==> src/design/bbr_pkg.sv <==
package bbr_pkg;

  // Samples per block and the widths that follow from it.
  localparam int BlockSize = 32;
  localparam int IdxW      = $clog2(BlockSize);
  localparam int NumAxes   = 3;

  localparam int SampleW = 20;
  localparam int DeltaW  = SampleW + 1;
  localparam int SumW    = SampleW + IdxW;
  localparam int CountW  = 11;
  localparam int DenW    = CountW + 1;
  // Signed numerator count*baseline + block sum, with headroom for the add.
  localparam int NumW    = CountW + SampleW + 1;
  localparam int StepW   = $clog2(NumW);

  localparam logic [CountW-1:0] LimitReset = CountW'(2000);

  // Strobes from the sequencer to every axis lane.
  typedef struct packed {
    logic accept;  // An item is taken this cycle.
    logic mul;     // Form count*baseline.
    logic load;    // Form the numerator and start the divider.
    logic step;    // One quotient bit.
    logic finish;  // Write the new baseline and clear the block sum.
  } bbr_ctl_t;

  typedef enum logic [4:0] {
    StIdle = 5'b00001,
    StMul  = 5'b00010,
    StLoad = 5'b00100,
    StDiv  = 5'b01000,
    StDone = 5'b10000
  } bbr_state_e;

endpackage

==> src/design/bbr_div.sv <==
module bbr_div (
  input  logic                      clk_i,
  input  logic                      load_i,
  input  logic                      step_i,
  input  logic [bbr_pkg::NumW-1:0]  num_i,
  input  logic [bbr_pkg::DenW-1:0]  den_i,
  output logic [bbr_pkg::NumW-1:0]  quo_o
);
  import bbr_pkg::*;

  // Restoring division, one quotient bit per step. The dividend shifts out of
  // the top of quo_q while quotient bits shift in at the bottom.
  logic [DenW-1:0] rem_q, rem_d;
  logic [NumW-1:0] quo_q, quo_d;
  logic [DenW:0]   trial;

  always_comb begin
    trial = {rem_q, quo_q[NumW-1]};
    rem_d = rem_q;
    quo_d = quo_q;
    if (load_i) begin
      rem_d = '0;
      quo_d = num_i;
    end else if (step_i) begin
      if (trial >= {1'b0, den_i}) begin
        rem_d = DenW'(trial - {1'b0, den_i});
        quo_d = {quo_q[NumW-2:0], 1'b1};
      end else begin
        rem_d = trial[DenW-1:0];
        quo_d = {quo_q[NumW-2:0], 1'b0};
      end
    end
  end

  always_ff @(posedge clk_i) begin
    rem_q <= rem_d;
    quo_q <= quo_d;
  end

  assign quo_o = quo_q;

endmodule

==> src/design/bbr_lane.sv <==
module bbr_lane (
  input  logic                             clk_i,
  input  logic                             rst_ni,
  input  bbr_pkg::bbr_ctl_t                ctl_i,
  input  logic [bbr_pkg::CountW-1:0]       cnt_i,
  input  logic [bbr_pkg::DenW-1:0]         den_i,
  input  logic signed [bbr_pkg::SampleW-1:0] sample_i,
  output logic signed [bbr_pkg::DeltaW-1:0]  delta_o
);
  import bbr_pkg::*;

  logic signed [SampleW-1:0] base_q, base_d;
  logic signed [SumW-1:0]    sum_q, sum_d;
  logic signed [NumW-1:0]    prod_q, prod_d;
  logic signed [NumW-1:0]    num;
  logic [NumW-1:0]           mag;
  logic                      neg_q;
  logic [NumW-1:0]           quo;
  logic [SampleW-1:0]        quo_lo;

  assign delta_o = DeltaW'(sample_i) - DeltaW'(base_q);

  assign prod_d = NumW'($signed({1'b0, cnt_i})) * NumW'(base_q);
  assign num    = prod_q + NumW'(sum_q);
  assign mag    = num[NumW-1] ? NumW'(-num) : NumW'(num);

  // The quotient magnitude of a weighted mean fits the sample width.
  assign quo_lo = quo[SampleW-1:0];
  assign base_d = neg_q ? $signed(SampleW'(-quo_lo)) : $signed(quo_lo);

  always_comb begin
    sum_d = sum_q;
    if (ctl_i.finish) begin
      sum_d = '0;
    end else if (ctl_i.accept) begin
      sum_d = sum_q + SumW'(sample_i);
    end
  end

  always_ff @(posedge clk_i or negedge rst_ni) begin
    if (!rst_ni) begin
      base_q <= '0;
      sum_q  <= '0;
    end else begin
      sum_q <= sum_d;
      if (ctl_i.finish) begin
        base_q <= base_d;
      end
    end
  end

  always_ff @(posedge clk_i) begin
    if (ctl_i.mul) begin
      prod_q <= prod_d;
    end
    if (ctl_i.load) begin
      neg_q <= num[NumW-1];
    end
  end

  bbr_div u_div (
    .clk_i  (clk_i),
    .load_i (ctl_i.load),
    .step_i (ctl_i.step),
    .num_i  (mag),
    .den_i  (den_i),
    .quo_o  (quo)
  );

endmodule

==> src/design/block_baseline_removal_3axis_unit.sv <==
// A result is registered and offered in the cycle after its item is taken.
// Throughput: one item per cycle inside a block unless the output is stalled; after
// a block's last item the input stalls while each lane runs its 32-step divider.
// Reset (rst_ni low, asynchronous) clears baselines, block sums, position and
// weight count, sets the count limit to 2000 and empties the output register.
module block_baseline_removal_3axis_unit (
  input  logic                                clk_i,
  input  logic                                rst_ni,
  input  logic                                cfg_we_i,
  input  logic [bbr_pkg::CountW-1:0]          cfg_wdata_i,
  input  logic                                in_valid_i,
  output logic                                in_ready_o,
  input  logic signed [bbr_pkg::SampleW-1:0]  sample_x_i,
  input  logic signed [bbr_pkg::SampleW-1:0]  sample_y_i,
  input  logic signed [bbr_pkg::SampleW-1:0]  sample_z_i,
  output logic                                out_valid_o,
  input  logic                                out_ready_i,
  output logic signed [bbr_pkg::DeltaW-1:0]   delta_x_o,
  output logic signed [bbr_pkg::DeltaW-1:0]   delta_y_o,
  output logic signed [bbr_pkg::DeltaW-1:0]   delta_z_o,
  output logic                                block_end_o
);
  import bbr_pkg::*;

  // Sequencer state. Between blocks the sequencer walks through a multiply
  // cycle, a numerator cycle, the divider steps and a write-back cycle.
  bbr_state_e state_q, state_d;
  logic [StepW-1:0]  step_q, step_d;
  logic [IdxW-1:0]   idx_q, idx_d;
  logic [CountW-1:0] weight_q, weight_d;
  logic [CountW-1:0] limit_q;
  logic [DenW-1:0]   den;
  logic [DenW-1:0]   weight_next;
  logic              last;
  logic              accept;
  bbr_ctl_t          ctl;

  logic signed [SampleW-1:0] sample [NumAxes];
  logic signed [DeltaW-1:0]  delta  [NumAxes];

  logic                     out_valid_q;
  logic signed [DeltaW-1:0] delta_q [NumAxes];
  logic                     block_end_q;

  assign sample[0] = sample_x_i;
  assign sample[1] = sample_y_i;
  assign sample[2] = sample_z_i;

  // New items are taken only between block updates, and only when the output
  // register is empty or is being emptied in this same cycle.
  assign in_ready_o = (state_q == StIdle) && (!out_valid_q || out_ready_i);
  assign accept     = in_valid_i && in_ready_o;
  assign last       = (idx_q == IdxW'(BlockSize - 1));

  // The divisor stays fixed for the whole division since the weight count
  // changes only in the write-back cycle.
  assign den         = DenW'(weight_q) + DenW'(BlockSize);
  assign weight_next = den;

  always_comb begin
    ctl        = '0;
    ctl.accept = accept;
    ctl.mul    = (state_q == StMul);
    ctl.load   = (state_q == StLoad);
    ctl.step   = (state_q == StDiv);
    ctl.finish = (state_q == StDone);
  end

  always_comb begin
    state_d  = state_q;
    step_d   = step_q;
    idx_d    = idx_q;
    weight_d = weight_q;
    unique case (state_q)
      StIdle: begin
        if (accept) begin
          if (last) begin
            idx_d   = '0;
            state_d = StMul;
          end else begin
            idx_d = idx_q + IdxW'(1);
          end
        end
      end
      StMul: begin
        state_d = StLoad;
      end
      StLoad: begin
        step_d  = '0;
        state_d = StDiv;
      end
      StDiv: begin
        step_d = step_q + StepW'(1);
        if (step_q == StepW'(NumW - 1)) begin
          state_d = StDone;
        end
      end
      StDone: begin
        // The count saturates at the limit and drops to it if the limit fell.
        if (weight_next > DenW'(limit_q)) begin
          weight_d = limit_q;
        end else begin
          weight_d = weight_next[CountW-1:0];
        end
        state_d = StIdle;
      end
      default: begin
        state_d = StIdle;
      end
    endcase
  end

  always_ff @(posedge clk_i or negedge rst_ni) begin
    if (!rst_ni) begin
      state_q  <= StIdle;
      step_q   <= '0;
      idx_q    <= '0;
      weight_q <= '0;
      limit_q  <= LimitReset;
    end else begin
      state_q  <= state_d;
      step_q   <= step_d;
      idx_q    <= idx_d;
      weight_q <= weight_d;
      if (cfg_we_i) begin
        limit_q <= cfg_wdata_i;
      end
    end
  end

  // One lane per axis; each holds its baseline, block sum and divider.
  for (genvar g = 0; g < NumAxes; g++) begin : gen_lane
    bbr_lane u_lane (
      .clk_i    (clk_i),
      .rst_ni   (rst_ni),
      .ctl_i    (ctl),
      .cnt_i    (weight_q),
      .den_i    (den),
      .sample_i (sample[g]),
      .delta_o  (delta[g])
    );
  end

  // Merge stage: the three lane differences and the block flag are captured
  // together into one output register.
  always_ff @(posedge clk_i or negedge rst_ni) begin
    if (!rst_ni) begin
      out_valid_q <= 1'b0;
    end else if (accept) begin
      out_valid_q <= 1'b1;
    end else if (out_ready_i) begin
      out_valid_q <= 1'b0;
    end
  end

  always_ff @(posedge clk_i) begin
    if (accept) begin
      for (int a = 0; a < NumAxes; a++) begin
        delta_q[a] <= delta[a];
      end
      block_end_q <= last;
    end
  end

  assign out_valid_o = out_valid_q;
  assign delta_x_o   = delta_q[0];
  assign delta_y_o   = delta_q[1];
  assign delta_z_o   = delta_q[2];
  assign block_end_o = block_end_q;

endmodule

==> config.mk <==
export PLATFORM = sky130hd
export DESIGN_NAME = block_baseline_removal_3axis_unit
export DESIGN_NICKNAME = d
export VERILOG_FILES = /design/src/design/bbr_pkg.sv /design/src/design/bbr_div.sv /design/src/design/bbr_lane.sv /design/src/design/block_baseline_removal_3axis_unit.sv
export SDC_FILE = /design/constraint.sdc
export NUM_CORES = 2
export LEC_CHECK = 0
export ABC_AREA = 1
export BUFFER_PORTS_ARGS = -buffer_cell sky130_fd_sc_hd__buf_4
export CORE_UTILIZATION = 60
export DETAILED_ROUTE_END_ITERATION = 8
export MAX_ROUTING_LAYER = met4
export PLACE_DENSITY = 0.82
export SETUP_SLACK_MARGIN = 0.4
export SLEW_MARGIN = 10
export SYNTH_ARGS = -nofsm -noshare
export SYNTH_HDL_FRONTEND = slang
export SYNTH_SLANG_ARGS = --single-unit
==> constraint.sdc <==
create_clock -name clk_i -period 20.3 [get_ports clk_i]
set_input_delay 4.06 -clock clk_i [delete_from_list [all_inputs] [get_ports clk_i]]
set_output_delay 4.06 -clock clk_i [all_outputs]
set_load 0.005 [all_outputs]
Word level (Yosys, flattened, before mapping)
Memories as Yosys holds them, arrays and structs flattened. Index checks and enable logic that the tools add are counted.

Add/subtract/negate cells: 21. Multipliers: 3. $lt $le $gt $ge: 4. Equal/unequal tests: 10. Mux-type cells: 35. Reductions and logical operators: 9.

Operators by type and width (count): 32-bit 2-to-1 mux (9); 25-bit 2-to-1 mux (6); 32-bit by 25-bit adder with 32-bit output (3); 12-bit by 20-bit multiplier with 32-bit output (3); 32-bit negator (3); 25-bit by 20-bit adder with 25-bit output (3); 20-bit by 20-bit subtractor with 21-bit output (3); 20-bit 2-to-1 mux (3); 20-bit negator (3); 13-bit by 12-bit >= comparator with 1-bit output (3); 12-bit 2-to-1 mux (3); 12-bit subtractor (3); 5-bit 2-to-1 mux (4); 5-bit case mux with 4 select lines (1); 5-bit == test, second input constant (3); 11-bit by 6-bit adder with 12-bit output, second input constant (1); 12-bit by 11-bit greater-than comparator with 1-bit output (1); 11-bit 2-to-1 mux (1); 5-bit by 1-bit adder with 5-bit output, second input constant (2); 5-bit case mux with 2 select lines (1); 1-bit 2-to-1 mux (7); 2-bit != test, second input constant (3); 2-bit nonzero test (3); 5-bit by 1-bit == test with 1-bit output, second input constant (1); 8 further kinds (9).

Register bits after elaboration: 405. Memory bits (writable): 63. Output and inout port bits: 66. Word-level logic and storage cells: 108. Memories: 1.

Memory list: delta_q (depth 3, width 21, read ports 3, clocked after Yosys merged registers in 0, write ports 3, line block_baseline_removal_3axis_unit.sv:42) `logic signed [DeltaW-1:0] delta_q [NumAxes];`.

Logic depth before layout (Yosys ltp)
Word-level depth: 6. Depth in mapped cells: 24. Depth with buffers taken out: 22.

Cells and area by module
Synthesis repeated with hierarchy kept, for this count alone.

Cell total of the unflattened synthesis: 8640. Area total of the unflattened synthesis: 62641.3 µm².

Modules (own cells, without submodules): bbr_lane at gen_lane[1].u_lane (times used 1, cells an instance 2425, area an instance 16878.7 µm², sequential area each 2117.0 µm²); bbr_lane at gen_lane[2].u_lane (times used 1, cells an instance 2379, area an instance 16712.3 µm², sequential area each 2117.0 µm²); bbr_lane at gen_lane[0].u_lane (times used 1, cells an instance 2400, area an instance 16677.2 µm², sequential area each 2117.0 µm²); bbr_div (times used 3, cells an instance 375, area an instance 2771.4 µm², sequential area each 1201.2 µm²); block_baseline_removal_3axis_unit (times used 1, cells an instance 311, area an instance 4058.9 µm², sequential area each 2881.5 µm²).

Least setup slack after synthesis
Ideal clock, no wire load.

Path kind: input to output. Start: in out_ready_i. End: out in_ready_o. Arrival: 4277 ps. Data required time: 16240 ps. Slack: 11963 ps. Stages: 2. Buffers on the path: 0. Cell sequence: inv_1 a21oi_1.

Longest elaborated chain between the ends: 2.

Ends and longest elaborated chain: start, declared (line block_baseline_removal_3axis_unit.sv:17) `input logic out_ready_i,`; 1-bit logical OR (line block_baseline_removal_3axis_unit.sv:51) `assign in_ready_o = (state_q == StIdle) && (!out_valid_q || out_ready_i);`; 1-bit logical AND (line block_baseline_removal_3axis_unit.sv:51); end, declared (line block_baseline_removal_3axis_unit.sv:12) `output logic in_ready_o,`.

Every way passes these cells.

Final worst setup path
Same ends and word-level chain as after synthesis.

==> flow_summary.yaml <==
place:
  worst_slack_at_placement_ns: 11.70
  routabilityCongestion: 0.975
  port-buffer-count: 141
  dp_hpwl_mm: 135
sta:
  timing.fmax_mhz: 116
  worst_slew_margin_rel_pct: 20.5
  final.setup.tns_ns: 0
  final.hold.worst_slack_ns: 0.463
  transition_time_of_the_tightest_slew_check_pin_ns: 1.18
  fin_crit_ns: 8.60
  hold_viol_final: 0
  timing.final.setup_violations: 0
  clock-skew-final_ns: 0.0153
  setup_ws_ns: 11.70
  report.final.slew_viol_count: 0
  rsz0062_at_grt: "false"
  timing.final.crit_share_pct: 42.4
final_layout:
  fin_nets: 9438
  final_layout_size_suffix_gt1_share_pct: 5.00
  commonest_non_fill_non_tap_cell_in_the_layout: "sky130_fd_sc_hd__nand2_1"
  fin_util_pct: 64.9
  area_delta_synth_final_pct: 7.06
  commonest_non_fill_non_tap_cells_in_the_layout: "2403 x sky130_fd_sc_hd__nand2_1, 1729 x sky130_fd_sc_hd__inv_1, 603 x sky130_fd_sc_hd__fa_1, 493 x sky130_fd_sc_hd__ha_1, 398 x sky130_fd_sc_hd__nor2_1"
worst_setup_path:
  setup.worst_path.start: "out_ready_i"
  reg2regPathDepth: 19
  endpoint: "in_ready_o"
  required_time_of_the_worst_setup_path_ns: 16.24
  setup.worst_path.end_class: "primary output"
  worst_ep_arrival_time_ns: 4.54
  timing.critical_path.from_type: "primary input"
  rr_startpoint: "weight_q[3]"
  reg2reg_setup_slack_ns: 13.69
  regToRegEndpoint: "gen_lane[2].u_lane.prod_q[29]"
  worst_setup_path_category: "primary input to primary output"
  critical_path.max_fanout: 2
yosys:
  synth.ff_latch_count: 468
  syn_avg_cell_area_sq_um: 7.36
  synth_fp_nets: 9419
  synthesis.yosys.warnings: 0
  synth.yosys.seq_area_share_pct: 21.1
  synth-edff-count: 259
  ys_types: 67
  postSynthCellCount: 8247
  synthArstFlopShare_pct: 37.0
  post_synthesis_instance_area_sq_mm: 0.0607
  dominantRegCellSynth: "sky130_fd_sc_hd__edfxtp_1"
clock_network:
  cts_tree: "built"
  clk_pin_slew_worst_setup_hold_paths_ns: 0.06
  post_cts_resized: 0
  cts_post_setup_buffers_inserted: 0
  cts-htree-levels: 2
  root_buffer: "sky130_fd_sc_hd__clkbuf_16"
  cts-buffers-inserted: 58
  postCtsHoldBufs: 0
  clock_sinks: 468
  clock_latency_ns: 0.69
  max-clock-path-buffers: 3
power_and_ir_drop:
  seqPwrFrac_pct: 29.0
  p_sw_share_pct: 43.0
  clkPwrFrac_pct: 27.3
  leak_nw: 35.1
  p_comb_share_pct: 43.7
  irDropWorstVdd_v: 0.0000771
  power_per_cell_area_mw_per_mm2: 66.6
  switchingPower_mw: 1.86
  intPower_mw: 2.47
floorplanning:
  floorplan.initialDensity_pct: 60.6
  die-height_um: 320
  core.rowCount: 116
  width_of_the_chip_um: 320
  coreArea_sq_mm: 0.100
  die_area_sq_mm: 0.102
  io_pins: 142
drt:
  dr.first_iter.drc_count: 4433
  postRouteAntennaNets: 0
  detailedRoute.firstPassIterationCount: 8
  number_of_remaining_drc_errors: 0
  route.detailed.wl_per_inst_um: 17.8
  postRouteWirelength_mm: 171
  routed_via_density: 5.57
  vias: 53500
min_path:
  min-delay-path-class: "flop to flop"
  timing.hold.worst_path_depth: 2
run_status:
  run_status: "complete, no violations"
grt:
  grt_pass1_vias: 53100
  gr-total-overflow: 0
  number_of_antenna_violations_at_the_first_check_in_global_routing: 1
  track_usage_pct: 34.7
  grt_start_max_net_pins: 82
  grt_pass1_wl_mm: 275
flow_run:
  max_cap_violations: 0
## state kept, by name (all words and copies together) (netlist names)
signal,flops
gen_lane.u_lane.prod_q,96
gen_lane.u_lane.u_div.quo_o,96
gen_lane.u_lane.sum_q,75
delta_q,63
gen_lane.u_lane.base_q,60
gen_lane.u_lane.u_div.rem_q,36
limit_q,11
weight_q,11
idx_q,5
state_q,5
step_q,5
gen_lane.u_lane.neg_q,3
block_end_o,1
out_valid_o,1
## through the flow
step	area, sq um	instances	power, mW
2_1_floorplan	60700	8247	2.59
3_3_place_gp	62900	9504	3.08
3_5_place_dp	62900	9504	3.12
4_1_cts	65000	9613	4.31
5_1_grt	65000	9614	4.61
6_report	65000	9614	4.33
## synth_stat cells (14+ instances only)
| cell | n | share of area (%) |
|---|---|---|
| sky130_fd_sc_hd__nand2_1 | 2404 | 15 |
| sky130_fd_sc_hd__inv_1 | 1732 | 11 |
| sky130_fd_sc_hd__fa_1 | 603 | 20 |
| sky130_fd_sc_hd__ha_1 | 493 | 10 |
| sky130_fd_sc_hd__nor2_1 | 399 | 2.5 |
| sky130_fd_sc_hd__o21ai_0 | 387 | 3.2 |
| sky130_fd_sc_hd__a21oi_1 | 378 | 3.1 |
| sky130_fd_sc_hd__nand3_1 | 339 | 2.8 |
| sky130_fd_sc_hd__edfxtp_1 | 259 | 13 |
| sky130_fd_sc_hd__xor2_1 | 195 | 2.8 |
| sky130_fd_sc_hd__clkbuf_1 | 167 | 1.0 |
| sky130_fd_sc_hd__dfrtp_1 | 166 | 6.8 |
| sky130_fd_sc_hd__xnor2_1 | 112 | 1.6 |
| sky130_fd_sc_hd__nand4_1 | 69 | 0.71 |
| sky130_fd_sc_hd__nor3_1 | 68 | 0.56 |
| sky130_fd_sc_hd__dfxtp_1 | 36 | 1.2 |
| sky130_fd_sc_hd__buf_1 | 32 | 0.20 |
| sky130_fd_sc_hd__nor2_2 | 28 | 0.29 |
| sky130_fd_sc_hd__nand2_2 | 27 | 0.28 |
| sky130_fd_sc_hd__o21ai_1 | 26 | 0.21 |
| sky130_fd_sc_hd__o21bai_1 | 24 | 0.30 |
| sky130_fd_sc_hd__o21a_1 | 23 | 0.28 |
| sky130_fd_sc_hd__a21o_1 | 22 | 0.27 |
| sky130_fd_sc_hd__a31oi_1 | 21 | 0.22 |
| sky130_fd_sc_hd__o211ai_1 | 21 | 0.26 |
| sky130_fd_sc_hd__nand3b_1 | 19 | 0.23 |
| sky130_fd_sc_hd__or2_2 | 17 | 0.18 |
| sky130_fd_sc_hd__o31ai_1 | 16 | 0.20 |
| sky130_fd_sc_hd__nor4_1 | 14 | 0.14 |
## worst min-delay path by stage
stage	start	end	slack (ns)
finish	gen_lane[2].u_lane.u_div.rem_q[11]	gen_lane[2].u_lane.u_div.rem_q[11]	0.46
global route	gen_lane[2].u_lane.u_div.rem_q[11]	gen_lane[2].u_lane.u_div.rem_q[11]	0.49
CTS	gen_lane[2].u_lane.u_div.rem_q[2]	gen_lane[2].u_lane.u_div.rem_q[2]	0.47
detailed placement	gen_lane[2].u_lane.u_div.rem_q[11]	gen_lane[2].u_lane.u_div.rem_q[11]	0.45
global placement	gen_lane[2].u_lane.u_div.rem_q[11]	gen_lane[2].u_lane.u_div.rem_q[11]	0.44
floorplan	gen_lane[2].u_lane.u_div.rem_q[11]	gen_lane[2].u_lane.u_div.rem_q[11]	0.43
## routing by layer
metal | part of all wire, % | vias to the layer above | track usage, % | wire length (um)
li1 | - | 25600 | - | -
met1 | 42 | 25500 | 44.1 | 71000
met3 | 6.9 | 440 | 4.17 | 11800
met5 | 0 | - | - | 0
met4 | 4.5 | 0 | 14.3 | 7680
met2 | 47 | 2019 | 56.6 | 80400
## kinds of logic after synthesis
kind of cell,Yosys count,share of synthesized area (%)
AOI/OAI and AO/OA,983,9.00
xor gates and xnor gates,308,4.45
adders and majority gates,1096,30.0
buffers and inverters,1965,12.2
DFF,468,21.1
and+or+nand+nor,3427,23.1
## power groups by stage
stage	combinational (mW)	sequential, mW	clock [mW]
after global routing	2.12	1.26	1.23
after detailed placement	1.85	1.27	0
after CTS	1.87	1.25	1.20
after floorplan	1.38	1.21	0
after global placement	1.81	1.26	0
final	1.89	1.26	1.18
## worst max-delay path, cell delays in order
cell	delay [ns]
sky130_fd_sc_hd__buf_4	0.07
sky130_fd_sc_hd__inv_1	0.04
sky130_fd_sc_hd__a21oi_1	0.21
sky130_fd_sc_hd__buf_4	0.15
## final cells by class
class,instances,area (sq um)
tap,1298,1620
sequential,468,12800
clock buffer,69,1530
clock inverter,40,599
inverter,1745,6560
timing repair buffer,179,1350
fill,8605,35100
antenna,1,2.50
multi-input combinational,5814,40500
No activity file was read; power rests on OpenSTA's default activity.
